==> src/rtl/core/lzsr_pkg.sv <==
// ----------------------------------------------------------------------------
// lzsr_pkg
// Shared widths for the longest zero-sum run finder: prefix sum, element
// value, result length and the epoch tag kept with each hash table entry.
// ----------------------------------------------------------------------------
package lzsr_pkg;

  // Width of one input element.
  localparam int VALUE_W = 32;
  // Width of the running prefix sum; wide enough that it never wraps.
  localparam int SUM_W   = 48;
  // Width of the reported run length.
  localparam int LEN_W   = 11;
  // Width of the epoch tag that marks which array wrote a table entry.
  localparam int EPOCH_W = 8;

endpackage

==> src/rtl/core/lzsr_hash.sv <==
// ----------------------------------------------------------------------------
// lzsr_hash
// Folds a prefix sum into a hash table address by XOR of its bits, taken
// modulo the address width.
// ----------------------------------------------------------------------------
module lzsr_hash #(
  parameter int AW = 11
) (
  input  logic [lzsr_pkg::SUM_W-1:0] sum_i,
  output logic [AW-1:0]              addr_o
);
  import lzsr_pkg::*;

  // Each sum bit lands on address bit (i mod AW).
  always_comb begin
    logic [AW-1:0] fold;
    fold = '0;
    for (int i = 0; i < SUM_W; i++) begin
      fold[i % AW] = fold[i % AW] ^ sum_i[i];
    end
    addr_o = fold;
  end

endmodule

==> config.mk <==
export PLATFORM = sky130hd
export DESIGN_NAME = lzsr_hash
export DESIGN_NICKNAME = d
export VERILOG_FILES = /design/src/rtl/core/lzsr_pkg.sv /design/src/rtl/core/lzsr_hash.sv
export SDC_FILE = /design/constraint.sdc
export NUM_CORES = 1
export LEC_CHECK = 0
export BUFFER_PORTS_ARGS = -buffer_cell sky130_fd_sc_hd__buf_4
export CAP_MARGIN = 25
export CELL_PAD_IN_SITES_DETAIL_PLACEMENT = 0
export CELL_PAD_IN_SITES_GLOBAL_PLACEMENT = 1
export CORE_MARGIN = 1.5
export CORE_UTILIZATION = 15
export DETAILED_ROUTE_END_ITERATION = 16
export GPL_TIMING_DRIVEN = 1
export PLACE_DENSITY_LB_ADDON = 0.1
export SYNTH_ARGS = -nofsm -noshare
export SYNTH_HDL_FRONTEND = slang
export SYNTH_SLANG_ARGS = --single-unit
==> constraint.sdc <==
create_clock -name vclk -period 0.8
set_input_delay 0 -clock vclk [all_inputs]
set_output_delay 0 -clock vclk [all_outputs]
set_load 0.1 [all_outputs]
Yosys cells after proc, flatten, opt, wreduce, memory -nomap -nowiden

Cells that the tools add are included.

Bits in registers: 0
Bits of input ports: 48
Output and inout bits: 11
Word-level logic and storage cells: 37

Bitwise gates (word level): 37

Operators by type and width:

| kind          | count |
|---|---|
| $xor A1 B1 Y1 | 37 |

Logic depth before layout (Yosys ltp)

Depth after elaboration: 4
Gate-level depth with buffers: 2
Gate-level depth less buffers: 2

Worst setup path before layout

Ideal clock, no wire load.

Path type: input to output
From: input sum_i[11] (netlist bit)
To: output addr_o[0]
Data arrival time: 1.950 ns
Data required time: 0.800 ns
Slack: -1.150 ns
Stages on the path: 2
Buffers on the path: 0
Cells stage by stage: xnor3_1 xnor2_1

Longest elaborated chain between the ends: 4

Ends and longest elaborated chain:

| item                        | line            | RTL |
|---|---|---|
| start: declaration          | lzsr_hash.sv:9  | `input logic [lzsr_pkg::SUM_W-1:0] sum_i,` |
| $xor A1 B1 Y1 (4 in series) | lzsr_hash.sv:19 | `fold[i % AW] = fold[i % AW] ^ sum_i[i];` |
| end: declaration            | lzsr_hash.sv:10 | `output logic [AW-1:0] addr_o` |

Every way passes these cells.

Worst setup path in the final report

From: input sum_i[14] (netlist bit)
To: output addr_o[3]

Same word-level chain as after synthesis.

==> out/metrics.yaml <==
synthesis:
  synth_fa_ha_area_frac: 0
  avgSynthCellArea_um2: 10.4
  syn_nets: 81
  yosysUniqueCellTypes: 3
  synth-simple-area-share: 0
  yosys_warnings: 0
  synthMuxAreaShare: 0
  ys_seq_area_frac: 0
  synth_top_family_by_area: "XOR/XNOR gates"
  synthCells: 33
  synth_compound_area_frac: 0
  syn-cell-area_um2: 344
  synthXorXnorAreaFrac: 1.00
cells_and_area:
  ff_latch_area_um2: 0
  num-fill-cells: 192
  fin_nets: 142
  multi_input_area_um2: 694
  design.seq.count: 0
  layout-drive-gt1-share: 0.957
  syn_to_final_growth_pct: 272
  diodes: 0
  layoutNonFillerInstCount: 120
  clock_buffers: 0
  final_util: 0.584
pwr:
  leakage_nw: 0.598
  peakVddDrop_mv: 1.50
  power_density_nw_per_um2: 1750
detailed_routing:
  drt-pass1-iter-count: 1
  first_iter_violations: 0
  ant_nets: 0
  vias: 436
  vias_per_cell: 3.63
  drc: 0
  wl_per_cell_um: 9.46
  wirelength_um: 1140
sta:
  max-slew-margin-rel: 0.731
  fmax_mhz: 1120
  worstMarginPinSlew_ps: 402
  layout_setup_ws_ps: -89.7
  slew_violations: 0
  hold_viol_final: 0
  finalCritPeriodShare: 1.11
  min_period_ps: 890
  rsz0062_at_grt: "yes"
  finalSetupViolations: 4
run_status:
  violations: "setup timing"
  status: "finished with violations"
grt:
  grt_pass1_vias: 450
  grt.overflow.total: 0
  antenna_found_initial: 0
  grt_first_pass_wirelength_um: 1900
  grt_use_total: 0.0932
  grt_max_degree: 2
floorplan:
  chipHeight_um: 50.9
  start_util: 0.157
  fp.dieW_um: 50.9
  design.core.area_um2: 2190
  num_rows: 17
  io_pins: 59
  dieArea_um2: 2590
clock_tree:
  holdBufCountCts: 0
  post_cts_buffers: 0
placed_design:
  dp_cells: 120
  io_buffers: 59
  place_congestion: 0.590
  dp_hpwl_um: 969
job:
  maxCapViolCount: 0
critical_path:
  path_max_fanout: 1
  required_ps: 800
  crit_path_start_kind: "input pin"
  worstSetupPathType: "input pin to output port"
  cp.arrival_ps: 890
  endpoint_kind: "output port"
min_path:
  min_path_type: "input pin to output port"
-- area by class of cell --
class,instances,area share
multi-input cells,33,0.543
well taps,28,0.0274
repair buffers,59,0.430
-- placed cells by master, fill, tap and decap left out --
cell | Yosys | layout
xor2_4 | 0 | 1
xnor3_2 | 0 | 4
xnor2_2 | 0 | 5
xor2_2 | 0 | 6
xnor2_4 | 0 | 13
buf_12 | 0 | 4
xor2_1 | 11 | 4
buf_4 | 0 | 40
buf_6 | 0 | 15
-- layer usage --
metal | vias to the layer above | wire (µm) | GRT usage
met5 | - | 0 | 0
met4 | 0 | 0 | 0
met3 | 0 | 108 | 0.0175
met2 | 25 | 789 | 0.211
met1 | 197 | 237 | 0.0875
li1 | 214 | - | -
-- cells by family after synthesis --
group                     Yosys count
xor gates and xnor gates           33
-- timing repair --
action,in CTS,in global routing
resized for setup,39,2
endpoints found under the setup margin,11,6
endpoints found under the hold margin,0,0
-- final timing paths --
kind / from / endpoint / slack [ps] / depth (start not counted)
min: sum_i[39] / addr_o[6] / 480 / 4
max: sum_i[14] / addr_o[3] / -90 / 4
-- critical path, cell delays in order --
cell,delay (ps)
buf_6,60
xnor3_2,450
xnor2_4,180
buf_12,190
-- cell usage after synthesis --
master | n | area share
xnor3_1 | 4 | 0.26
xnor2_1 | 18 | 0.46
xor2_1 | 11 | 0.28
-- metrics by stage --
stage / setup slack [ps] / area [µm²] / hold WS (ps) / power [W] / setup TNS [ps]
6_report: -89.7 / 1280 / 478 / 0.00224 / -316
2_1_floorplan: -247 / 603 / 384 / 0.00153 / -989
5_1_grt: -119 / 1280 / 496 / 0.00231 / -435
3_3_place_gp: -187 / 1080 / 530 / 0.00194 / -1330
3_5_place_dp: -196 / 1080 / 532 / 0.00195 / -1450
4_1_cts: -83.1 / 1260 / 482 / 0.00224 / -309
-- power breakdown --
part	internal [W]	total [W]	switching [W]	leakage, nW
Combinational	0.000926	0.00224	0.00132	0.598
Sequential	0	0	0	0
Clock	0	0	0	0
Total	0.000926	0.00224	0.00132	0.598
Power figures use the tool's default switching activity.
